**config.mk**
```make
export PLATFORM = sky130hd
export DESIGN_NAME = biquad_iir_filter_flat
export DESIGN_NICKNAME = d
export VERILOG_FILES = /design/src/hw/rtl/bqf_pkg.sv /design/src/hw/rtl/bqf_sample_if.sv /design/src/hw/rtl/bqf_filtered_if.sv /design/src/hw/rtl/bqf_ctrl.sv /design/src/hw/rtl/bqf_datapath.sv /design/src/hw/rtl/biquad_iir_filter.sv /design/src/flat_wrapper.sv
export SDC_FILE = /design/constraint.sdc
export NUM_CORES = 2
export LEC_CHECK = 0
export ABC_AREA = 0
export BUFFER_PORTS_ARGS = -buffer_cell sky130_fd_sc_hd__buf_2
export CAP_MARGIN = 30
export CORE_MARGIN = 4
export CORE_UTILIZATION = 30
export CTS_BUF_LIST = sky130_fd_sc_hd__clkbuf_8
export DETAILED_ROUTE_END_ITERATION = 12
export PLACE_DENSITY = 0.45
export SYNTH_ARGS = -nofsm -noshare
export SYNTH_HDL_FRONTEND = slang
export SYNTH_SLANG_ARGS = --single-unit
```
**constraint.sdc**
```tcl
create_clock -name clk -period 11.4 [get_ports clk]
set_input_delay 1.71 -clock clk [delete_from_list [all_inputs] [get_ports clk]]
set_output_delay 1.71 -clock clk [all_outputs]
set_load 0.01 [all_outputs]
```
**src/hw/rtl/bqf_pkg.sv**
```systemverilog
// Package for the biquad IIR filter: widths, register indexes and the
// command types between controller and datapath. No dependencies.
`timescale 1ns / 1ps

package bqf_pkg;

    localparam int SAMPLE_WIDTH    = 16;
    localparam int COEF_WIDTH      = 18;
    localparam int STATE_WIDTH     = 40;
    localparam int FRAC_BITS       = 16;
    localparam int OUT_WIDTH       = 32;
    localparam int CFG_INDEX_WIDTH = 3;

    // A 40-bit state operand is split into a signed upper half and an
    // unsigned lower half so that each partial product stays narrow.
    localparam int LO_WIDTH      = STATE_WIDTH / 2;
    localparam int HI_WIDTH      = STATE_WIDTH - LO_WIDTH;
    localparam int PROD_LO_WIDTH = COEF_WIDTH + LO_WIDTH + 1;
    localparam int PROD_HI_WIDTH = COEF_WIDTH + HI_WIDTH;

    // Three products of 58 bits each sum into 60 bits without overflow.
    localparam int ACC_WIDTH = COEF_WIDTH + STATE_WIDTH + 2;

    // Rounded feedback sum, and the width in which x << 16 minus it is formed.
    localparam int FB_WIDTH   = ACC_WIDTH - FRAC_BITS;
    localparam int WIDE_WIDTH =
        ((SAMPLE_WIDTH + FRAC_BITS > FB_WIDTH) ? SAMPLE_WIDTH + FRAC_BITS : FB_WIDTH) + 1;

    // Output before extension to 32 bits; it is narrower than the output.
    localparam int Y_WIDTH = ACC_WIDTH - 2 * FRAC_BITS;

    localparam logic [ACC_WIDTH-1:0] FB_ROUND_HALF  = ACC_WIDTH'(1) << (FRAC_BITS - 1);
    localparam logic [ACC_WIDTH-1:0] OUT_ROUND_HALF = ACC_WIDTH'(1) << (2 * FRAC_BITS - 1);

    typedef enum logic [CFG_INDEX_WIDTH-1:0] {
        CFG_FB_COEF_1 = 3'd0,
        CFG_FB_COEF_2 = 3'd1,
        CFG_FF_COEF_0 = 3'd2,
        CFG_FF_COEF_1 = 3'd3,
        CFG_FF_COEF_2 = 3'd4
    } cfg_index_t;

    typedef enum logic [2:0] {
        MUL_A1_W1,
        MUL_A2_W2,
        MUL_B0_W,
        MUL_B1_W1,
        MUL_B2_W2
    } mul_sel_t;

    typedef enum logic [1:0] {
        ACC_HOLD,
        ACC_LOAD,
        ACC_ADD
    } acc_op_t;

    typedef struct packed {
        logic     load_x;
        mul_sel_t mul_sel;
        acc_op_t  acc_op;
        logic     w_en;
        logic     out_en;
    } bqf_cmd_t;

endpackage

```
**src/hw/rtl/bqf_sample_if.sv**
```systemverilog
// Input sample channel: valid/ready handshake with a signed sample.
// Depends on bqf_pkg.
`timescale 1ns / 1ps

interface bqf_sample_if;
    logic                                     valid;
    logic                                     ready;
    logic signed [bqf_pkg::SAMPLE_WIDTH-1:0]  sample;

    modport source (output valid, output sample, input ready);
    modport sink   (input valid, input sample, output ready);
endinterface

```
**src/hw/rtl/bqf_filtered_if.sv**
```systemverilog
// Result channel: valid/ready handshake with the filtered output.
// Depends on bqf_pkg.
`timescale 1ns / 1ps

interface bqf_filtered_if;
    logic                                  valid;
    logic                                  ready;
    logic signed [bqf_pkg::OUT_WIDTH-1:0]  filtered;

    modport source (output valid, output filtered, input ready);
    modport sink   (input valid, input filtered, output ready);
endinterface

```
**src/hw/rtl/bqf_ctrl.sv**
```systemverilog
// Sequencer for the biquad filter: steps the shared multiplier and
// accumulator through the five products. Depends on bqf_pkg.
`timescale 1ns / 1ps

module bqf_ctrl (
    input  logic              clk,
    input  logic              rst_n,
    input  logic              in_valid,
    output logic              in_ready,
    output logic              out_valid,
    input  logic              out_ready,
    output bqf_pkg::bqf_cmd_t cmd
);

    typedef enum logic [7:0] {
        ST_IDLE = 8'b0000_0001,
        ST_MA1  = 8'b0000_0010,
        ST_MA2  = 8'b0000_0100,
        ST_FBS  = 8'b0000_1000,
        ST_WUP  = 8'b0001_0000,
        ST_MB0  = 8'b0010_0000,
        ST_ACCF = 8'b0100_0000,
        ST_OUT  = 8'b1000_0000
    } state_t;

    state_t state_reg, state_next;
    logic   out_valid_reg, out_valid_next;

    always_comb
    begin
        state_next     = state_reg;
        out_valid_next = out_valid_reg && !out_ready;
        cmd.load_x     = 1'b0;
        cmd.mul_sel    = bqf_pkg::MUL_A1_W1;
        cmd.acc_op     = bqf_pkg::ACC_HOLD;
        cmd.w_en       = 1'b0;
        cmd.out_en     = 1'b0;

        unique case (state_reg)
            ST_IDLE:
            begin
                if (in_valid)
                begin
                    cmd.load_x = 1'b1;
                    state_next = ST_MA1;
                end
            end
            ST_MA1:
            begin
                cmd.mul_sel = bqf_pkg::MUL_A1_W1;
                state_next  = ST_MA2;
            end
            ST_MA2:
            begin
                cmd.mul_sel = bqf_pkg::MUL_A2_W2;
                cmd.acc_op  = bqf_pkg::ACC_LOAD;
                state_next  = ST_FBS;
            end
            ST_FBS:
            begin
                cmd.mul_sel = bqf_pkg::MUL_B1_W1;
                cmd.acc_op  = bqf_pkg::ACC_ADD;
                state_next  = ST_WUP;
            end
            ST_WUP:
            begin
                // The feedback sum is complete: form w while b1*w1 loads.
                cmd.w_en    = 1'b1;
                cmd.mul_sel = bqf_pkg::MUL_B2_W2;
                cmd.acc_op  = bqf_pkg::ACC_LOAD;
                state_next  = ST_MB0;
            end
            ST_MB0:
            begin
                cmd.mul_sel = bqf_pkg::MUL_B0_W;
                cmd.acc_op  = bqf_pkg::ACC_ADD;
                state_next  = ST_ACCF;
            end
            ST_ACCF:
            begin
                cmd.acc_op = bqf_pkg::ACC_ADD;
                state_next = ST_OUT;
            end
            ST_OUT:
            begin
                if (!out_valid_reg || out_ready)
                begin
                    cmd.out_en     = 1'b1;
                    out_valid_next = 1'b1;
                    state_next     = ST_IDLE;
                end
            end
            default:
            begin
                state_next = ST_IDLE;
            end
        endcase
    end

    always_ff @(posedge clk or negedge rst_n)
    begin
        if (!rst_n)
        begin
            state_reg     <= ST_IDLE;
            out_valid_reg <= 1'b0;
        end
        else
        begin
            state_reg     <= state_next;
            out_valid_reg <= out_valid_next;
        end
    end

    assign in_ready  = (state_reg == ST_IDLE);
    assign out_valid = out_valid_reg;

endmodule

```
**src/hw/rtl/bqf_datapath.sv**
```systemverilog
// Datapath of the biquad filter: coefficient registers, history, one
// shared split multiplier, the accumulator and the output register. Depends on bqf_pkg.
`timescale 1ns / 1ps

module bqf_datapath (
    input  logic                                     clk,
    input  logic                                     rst_n,
    input  logic                                     cfg_we,
    input  logic [bqf_pkg::CFG_INDEX_WIDTH-1:0]      cfg_index,
    input  logic [bqf_pkg::COEF_WIDTH-1:0]           cfg_data,
    input  logic signed [bqf_pkg::SAMPLE_WIDTH-1:0]  sample,
    input  bqf_pkg::bqf_cmd_t                        cmd,
    output logic signed [bqf_pkg::OUT_WIDTH-1:0]     filtered
);

    logic signed [bqf_pkg::COEF_WIDTH-1:0]    fb_coef_1_reg, fb_coef_2_reg;
    logic signed [bqf_pkg::COEF_WIDTH-1:0]    ff_coef_0_reg, ff_coef_1_reg, ff_coef_2_reg;
    logic signed [bqf_pkg::STATE_WIDTH-1:0]   w1_reg, w2_reg, w_reg, w_next;
    logic signed [bqf_pkg::SAMPLE_WIDTH-1:0]  x_reg;
    logic signed [bqf_pkg::PROD_LO_WIDTH-1:0] prod_lo_reg, prod_lo_next;
    logic signed [bqf_pkg::PROD_HI_WIDTH-1:0] prod_hi_reg, prod_hi_next;
    logic signed [bqf_pkg::ACC_WIDTH-1:0]     acc_reg, acc_next, prod_sum;
    logic signed [bqf_pkg::OUT_WIDTH-1:0]     filtered_reg, filtered_next;

    logic signed [bqf_pkg::COEF_WIDTH-1:0]    mul_coef;
    logic signed [bqf_pkg::STATE_WIDTH-1:0]   mul_state;
    logic [bqf_pkg::ACC_WIDTH-1:0]            fb_biased, y_biased;
    logic signed [bqf_pkg::FB_WIDTH-1:0]      fb_round;
    logic signed [bqf_pkg::WIDE_WIDTH-1:0]    w_wide;
    logic signed [bqf_pkg::Y_WIDTH-1:0]       y_round;
    logic                                     w_in_range;

    // Coefficient writes; indexes beyond the five registers are ignored.
    always_ff @(posedge clk or negedge rst_n)
    begin
        if (!rst_n)
        begin
            fb_coef_1_reg <= '0;
            fb_coef_2_reg <= '0;
            ff_coef_0_reg <= '0;
            ff_coef_1_reg <= '0;
            ff_coef_2_reg <= '0;
        end
        else if (cfg_we)
        begin
            unique case (bqf_pkg::cfg_index_t'(cfg_index))
                bqf_pkg::CFG_FB_COEF_1: fb_coef_1_reg <= cfg_data;
                bqf_pkg::CFG_FB_COEF_2: fb_coef_2_reg <= cfg_data;
                bqf_pkg::CFG_FF_COEF_0: ff_coef_0_reg <= cfg_data;
                bqf_pkg::CFG_FF_COEF_1: ff_coef_1_reg <= cfg_data;
                bqf_pkg::CFG_FF_COEF_2: ff_coef_2_reg <= cfg_data;
                default: ;
            endcase
        end
    end

    // Operand selection and the two partial products.
    always_comb
    begin
        unique case (cmd.mul_sel)
            bqf_pkg::MUL_A1_W1:
            begin
                mul_coef  = fb_coef_1_reg;
                mul_state = w1_reg;
            end
            bqf_pkg::MUL_A2_W2:
            begin
                mul_coef  = fb_coef_2_reg;
                mul_state = w2_reg;
            end
            bqf_pkg::MUL_B0_W:
            begin
                mul_coef  = ff_coef_0_reg;
                mul_state = w_reg;
            end
            bqf_pkg::MUL_B1_W1:
            begin
                mul_coef  = ff_coef_1_reg;
                mul_state = w1_reg;
            end
            bqf_pkg::MUL_B2_W2:
            begin
                mul_coef  = ff_coef_2_reg;
                mul_state = w2_reg;
            end
            default:
            begin
                mul_coef  = fb_coef_1_reg;
                mul_state = w1_reg;
            end
        endcase
    end

    assign prod_lo_next = mul_coef
                        * $signed({1'b0, mul_state[bqf_pkg::LO_WIDTH-1:0]});
    assign prod_hi_next = mul_coef
                        * $signed(mul_state[bqf_pkg::STATE_WIDTH-1:bqf_pkg::LO_WIDTH]);

    // Recombine the registered partials into the full product.
    assign prod_sum = (bqf_pkg::ACC_WIDTH'(prod_hi_reg) <<< bqf_pkg::LO_WIDTH)
                    + bqf_pkg::ACC_WIDTH'(prod_lo_reg);

    always_comb
    begin
        unique case (cmd.acc_op)
            bqf_pkg::ACC_HOLD: acc_next = acc_reg;
            bqf_pkg::ACC_LOAD: acc_next = prod_sum;
            bqf_pkg::ACC_ADD:  acc_next = acc_reg + prod_sum;
            default:           acc_next = acc_reg;
        endcase
    end

    // Rounding half away from zero: add half, less one when negative, then
    // take the upper bits (an arithmetic shift).
    assign fb_biased = acc_reg + bqf_pkg::FB_ROUND_HALF
                     - bqf_pkg::ACC_WIDTH'(acc_reg[bqf_pkg::ACC_WIDTH-1]);
    assign fb_round  = $signed(fb_biased[bqf_pkg::ACC_WIDTH-1:bqf_pkg::FRAC_BITS]);

    assign w_wide = (bqf_pkg::WIDE_WIDTH'(x_reg) <<< bqf_pkg::FRAC_BITS)
                  - bqf_pkg::WIDE_WIDTH'(fb_round);

    // w fits when all bits from the state sign upward agree.
    assign w_in_range = (&w_wide[bqf_pkg::WIDE_WIDTH-1:bqf_pkg::STATE_WIDTH-1])
                      | ~(|w_wide[bqf_pkg::WIDE_WIDTH-1:bqf_pkg::STATE_WIDTH-1]);

    always_comb
    begin
        if (w_in_range)
        begin
            w_next = w_wide[bqf_pkg::STATE_WIDTH-1:0];
        end
        else if (w_wide[bqf_pkg::WIDE_WIDTH-1])
        begin
            w_next = {1'b1, {(bqf_pkg::STATE_WIDTH-1){1'b0}}};
        end
        else
        begin
            w_next = {1'b0, {(bqf_pkg::STATE_WIDTH-1){1'b1}}};
        end
    end

    // The rounded sum of three products always lies inside 32 bits, so the
    // output saturation reduces to sign extension.
    assign y_biased = acc_reg + bqf_pkg::OUT_ROUND_HALF
                    - bqf_pkg::ACC_WIDTH'(acc_reg[bqf_pkg::ACC_WIDTH-1]);
    assign y_round  = $signed(y_biased[bqf_pkg::ACC_WIDTH-1:2*bqf_pkg::FRAC_BITS]);
    assign filtered_next = bqf_pkg::OUT_WIDTH'(y_round);

    always_ff @(posedge clk or negedge rst_n)
    begin
        if (!rst_n)
        begin
            w1_reg <= '0;
            w2_reg <= '0;
        end
        else if (cmd.out_en)
        begin
            w2_reg <= w1_reg;
            w1_reg <= w_reg;
        end
    end

    always_ff @(posedge clk)
    begin
        prod_lo_reg <= prod_lo_next;
        prod_hi_reg <= prod_hi_next;
        acc_reg     <= acc_next;
        if (cmd.load_x)
        begin
            x_reg <= sample;
        end
        if (cmd.w_en)
        begin
            w_reg <= w_next;
        end
        if (cmd.out_en)
        begin
            filtered_reg <= filtered_next;
        end
    end

    assign filtered = filtered_reg;

endmodule

```
**src/hw/rtl/biquad_iir_filter.sv**
```systemverilog
// Top level of the biquad IIR filter (direct form II, Q2.16 coefficients,
// Q24.16 state). Depends on bqf_pkg, the channel interfaces, bqf_ctrl and bqf_datapath.
//
//   Channel       Direction  Payload                    Transfer when
//   sample_ch     in         sample   (16 bit signed)   valid && ready
//   filtered_ch   out        filtered (32 bit signed)   valid && ready
//   cfg port      in         cfg_index, cfg_data        cfg_we high
//
// A sample transfers in ST_IDLE; ST_MA1 through ST_ACCF then step the single
// shared multiplier and the accumulator through the five coefficient products,
// and ST_OUT rounds the result into the output register and shifts the history.
// The next sample is accepted only after ST_OUT, back in ST_IDLE.
// The output register lets a finished result wait while the next sample is
// accepted; a second result stalls only until the first has been taken.
// Reset (rst_n, asynchronous, active low) clears the coefficients, the
// history and all handshake state; there is no clearing pass.
`timescale 1ns / 1ps

module biquad_iir_filter (
    input  logic                                 clk,
    input  logic                                 rst_n,
    bqf_sample_if.sink                           sample_ch,
    bqf_filtered_if.source                       filtered_ch,
    input  logic                                 cfg_we,
    input  logic [bqf_pkg::CFG_INDEX_WIDTH-1:0]  cfg_index,
    input  logic [bqf_pkg::COEF_WIDTH-1:0]       cfg_data
);

    // Command bundle from the sequencer to the datapath.
    bqf_pkg::bqf_cmd_t cmd;

    // The sequencer owns both handshakes; the datapath only follows commands.
    bqf_ctrl u_ctrl (
        .clk       (clk),
        .rst_n     (rst_n),
        .in_valid  (sample_ch.valid),
        .in_ready  (sample_ch.ready),
        .out_valid (filtered_ch.valid),
        .out_ready (filtered_ch.ready),
        .cmd       (cmd)
    );

    // Coefficients, history, multiplier, accumulator and result register.
    bqf_datapath u_datapath (
        .clk       (clk),
        .rst_n     (rst_n),
        .cfg_we    (cfg_we),
        .cfg_index (cfg_index),
        .cfg_data  (cfg_data),
        .sample    (sample_ch.sample),
        .cmd       (cmd),
        .filtered  (filtered_ch.filtered)
    );

endmodule
```
**src/flat_wrapper.sv**
```systemverilog
// flat-port wrapper written by rule: the top's interface ports become plain ports
module biquad_iir_filter_flat 
  (clk, rst_n, cfg_we, cfg_index, cfg_data, sample_ch_valid, sample_ch_sample, sample_ch_ready, filtered_ch_valid, filtered_ch_filtered, filtered_ch_ready);
  bqf_sample_if sample_ch_i ();
  bqf_filtered_if filtered_ch_i ();
  input  logic clk;
  input  logic rst_n;
  input  logic cfg_we;
  input  logic [bqf_pkg::CFG_INDEX_WIDTH-1:0] cfg_index;
  input  logic [bqf_pkg::COEF_WIDTH-1:0] cfg_data;
  input wire logic [$bits(sample_ch_i.valid)-1:0] sample_ch_valid;
  input wire logic [$bits(sample_ch_i.sample)-1:0] sample_ch_sample;
  output wire logic [$bits(sample_ch_i.ready)-1:0] sample_ch_ready;
  output wire logic [$bits(filtered_ch_i.valid)-1:0] filtered_ch_valid;
  output wire logic [$bits(filtered_ch_i.filtered)-1:0] filtered_ch_filtered;
  input wire logic [$bits(filtered_ch_i.ready)-1:0] filtered_ch_ready;
  assign sample_ch_i.valid = sample_ch_valid;
  assign sample_ch_i.sample = sample_ch_sample;
  assign sample_ch_ready = sample_ch_i.ready;
  assign filtered_ch_valid = filtered_ch_i.valid;
  assign filtered_ch_filtered = filtered_ch_i.filtered;
  assign filtered_ch_i.ready = filtered_ch_ready;
  biquad_iir_filter u_core (.clk(clk), .rst_n(rst_n), .sample_ch(sample_ch_i), .filtered_ch(filtered_ch_i), .cfg_we(cfg_we), .cfg_index(cfg_index), .cfg_data(cfg_data));
endmodule
```
==> Implementation_results.wiki <==
{| class="wikitable"
! Metric !! Value
|-
| Share of async-settable or async-resettable flops after synthesis || 44.75%
|-
| Maximum number of pins on one net before global-route repair || 77
|-
| Die span in x || 417.0 um
|-
| Most frequent cell on the critical path || fa_1
|-
| Library cell occupying the most area in the post-synthesis netlist || fa_1
|-
| FF+latch count, synth || 400
|-
| Final cycle utilization of the critical path || 86.32%
|-
| Effective utilization at floorplan || between 30 and 40%
|-
| Number of flip-flops under the largest register name || 60
|-
| Via count of the first global-routing pass || 40,190
|-
| Sequential-to-total area share from yosys stat || just over 20%
|-
| Post-synthesis to final-layout area growth || 10.29%
|-
| Post CTS Setup Buffer Count || 0
|-
| Main area contributors after synthesis || fa_1 (26%), ha_1 (11%), dfrtp_1 (8.9%)
|-
| DR WL/cell || between 20 and 25 um
|-
| TritonCTS Sinks || 400
|-
| HPWL after DPL || 129,900 um
|-
| RePlAce Congestion || a little under 0.9
|-
| Nets in the synthesized netlist || 6,738
|-
| Source-to-sink clock delay at the later pin of the worst-skew pair || approximately 0.8 ns
|-
| DIE HEIGHT || 417.0 um
|-
| Total detailed-routing wirelength || 162,900 um
|-
| Total clock buffers created by CTS || 79
|-
| Distinct cells, synth || 93
|-
| Arrival @ worst endpoint || approximately 11 ns
|-
| Fmax || 101.6 MHz
|-
| FILL cells || around 17,000
|-
| TritonRoute pass-1 iters || 6
|-
| Transition at the pin with the smallest max-transition slack || between 1 and 1.5 ns
|-
| Global-route wire length before repair || 250,100 um
|-
| Final number of max-transition violations || 0
|-
| Net count, final || 6,789
|-
| RSZ-0062 raised after global routing || false
|-
| Maximum level of the CTS H-tree || 3
|-
| Final design utilization || 33.43%
|-
| Maximum cell stage delay along the critical path || approximately 0.7 ns
|-
| Die Outline Area || 173,900 um2
|-
| Core Rows || 149
|-
| Count of nets left with antenna violations after detail routing || 0
|-
| Dpl ws || 1.639 ns
|-
| Gate count after technology mapping || approximately 5,600
|-
| CP endpoint kind || register
|-
| Area of the core region || 165,500 um2
|-
| Path type of the worst min-delay path || register to register
|-
| Combined flip-flop and latch cell area || 10,350 um2
|-
| Clock tree skew after final layout || 0.06664 ns
|-
| Number of design rule violations left after detail routing || 0
|-
| Boundary pin count || 76
|-
| Critical Path Start Type || register
|-
| Count of hold-fix buffers inserted at cts || 0
|-
| Count of endpoints failing setup in the final report || 0
|-
| Gr ovfl total || 0
|-
| Met1 routed wirelength after detailed routing || ~76,000 um
|-
| Via-to-Cell Ratio || just under 5
|-
| Iteration-0 DRC Markers || ~2,900
|-
| Vias || 39,250
|-
| Top cells by count, synth || nand2_1 (902), inv_1 (900), fa_1 (651), ha_1 (424), nor2_1 (400)
|-
| Outcome || finished, final reports clean
|-
| Most used DFF post-synth || dfrtp_1
|-
| Crit path time final || between 9 and 10 ns
|-
| Synthesized area || 50,180 um2
|-
| Total global routing track utilization || 18.78%
|-
| Number of antenna violations at the first check in global routing || 8
|-
| Sum of met3 wire segment lengths after detailed routing || about 8200 um
|-
| Setup slack of the critical path after layout || 1.560 ns
|-
| Largest vdd supply drop || 0.0001373 V
|-
| Sum of internal, switching and leakage power || about 15 mW
|-
| Routed wl met2 || 74,430 um
|-
| Clock transition at path regs || 0.06 ns
|-
| Ratio of cells with drive above 1 in the final layout || around 9%
|-
| Uppermost signal routing layer after detailed routing || met4
|-
| P_leak || 26.57 nW
|-
| TritonCTS clock tree || built
|-
| Maximum net fanout on the critical path || 29
|-
| Count of maximum capacitance violations || 0
|-
| Clock Tree Buf Depth || 3
|-
| Type of the worst setup path || register to register
|-
| Number of enable flip-flop cells after synthesis || 144
|-
| Most frequently used cell type in the post-synthesis netlist || nand2_1
|-
| Multi-input logic area || 35,710 um2
|-
| TNS Setup || 0 ns
|-
| Slowest cell on the critical path || nor2_4
|-
| PwrDens || about 270 nW/um2
|-
| Final Hold Viols || 0
|-
| Port Buffer Count || 75
|-
| Fraction of post-synthesis cell area in the top cell type by area || 25.97%
|-
| Root Buffer Master || clkbuf_8
|-
| Syn avg cell area || 8.927 um2
|-
| Register-to-register setup slack || roughly 1.6 ns
|-
| Required time at the endpoint of the critical path || 12.11 ns
|-
| Slew Limit Headroom || around 29%
|-
| CTS-repair resized insts || 0
|-
| Count of warnings emitted by yosys || 0
|}
[through the flow]
| step | std cells | hold slack (ns) | cell area [um2] |
|---|---|---|---|
| 5_1_grt | 7927 | 0.5000 | 55340 |
| 2_1_floorplan | 5621 | 0.4317 | 50180 |
| 4_1_cts | 7925 | 0.4706 | 55330 |
| 3_3_place_gp | 7775 | 0.4597 | 53440 |
| 3_5_place_dp | 7780 | 0.4586 | 53540 |
| 6_report | 7928 | 0.4673 | 55340 |
[report_power, final]
group | total, mW | switching, mW | internal [mW]
logic | 10.8 | 6.78 | 4.03
registers | 2.18 | 0.206 | 1.98
clock network | 1.71 | 0.737 | 0.968
[cells by family after synthesis]
family | share of synthesized area [%]
AOI/OAI and AO/OA | 12.53
and+or+nand+nor | 14.41
muxes | 2.845
xor gates and xnor gates | 4.521
adders and majority gates | 36.55
DFF | 20.62
buffers and inverters | 8.531
[routing by layer]
| metal | up-vias | global-route usage [%] |
|---|---|---|
| li1 | 18370 | - |
| met1 | 19710 | 26.57 |
| met2 | 998 | 30.13 |
| met3 | 179 | 2.845 |
| met4 | 0 | 4.595 |
| met5 | - | 0 |
[placed cells by master (no fill, tap or decap), drive strengths merged, types with 12 or more instances in the layout]
cell    netlist  final
or3          14     14
nor3         44     44
nand2       902    902
o21a         41     41
clkinv        1     19
clkbuf      194     92
inv         901    923
xor2         87     87
edfxtp      144    144
a21oi       300    300
nor2b        34     34
nand2b       48     48
a31oi        29     29
xnor2       172    172
a221oi       39     39
nor2        402    402
buf          30    193
a21o        110    110
dfxtp        77     77
o31ai        20     20
dfrtp       178    178
o21ai       170    170
a221o        36     36
o211ai       15     15
and2         62     62
o21bai       41     41
ha          424    424
nor4         12     12
nand4        27     27
mux2        125    125
nand3        67     67
and3         25     25
fa          651    651
a22oi        24     24
[critical path, delay by kind of cell, from the launching register on]
kind / cells / cell delay (ns)
flops: 1 / 0.56
compound gates: 13 / 3.48
fa+ha+maj: 7 / 3.36
buf+inv: 5 / 0.58
simple gates: 6 / 1.63
xor+xnor: 1 / 0.14
[worst paths after layout]
check | start | endpoint | cells past startpoint
max reg2reg | u_core.u_ctrl.state_reg[0] | u_core.u_datapath.prod_lo_reg[38] | 32
max in group asynchronous | rst_n | u_core.u_datapath.w2_reg[27] | 2
min in group asynchronous | rst_n | u_core.u_datapath.w2_reg[13] | 1
max | u_core.u_ctrl.state_reg[0] | u_core.u_datapath.prod_lo_reg[38] | 32
min | u_core.u_datapath.w_reg[17] | u_core.u_datapath.w1_reg[17] | 2
min reg2reg | u_core.u_datapath.w_reg[17] | u_core.u_datapath.w1_reg[17] | 2
[layout make-up]
class / instances / share of cell area (%)
clock buffer: 91 / 2.263
tap: 2189 / 4.949
antenna: 3 / 0.01357
inverter: 902 / 6.122
clock inverter: 54 / 0.9812
multi-input combinational: 4095 / 64.53
timing repair buffer: 194 / 2.449
sequential: 400 / 18.70
Note: power is estimated with default switching activity, not from simulation.
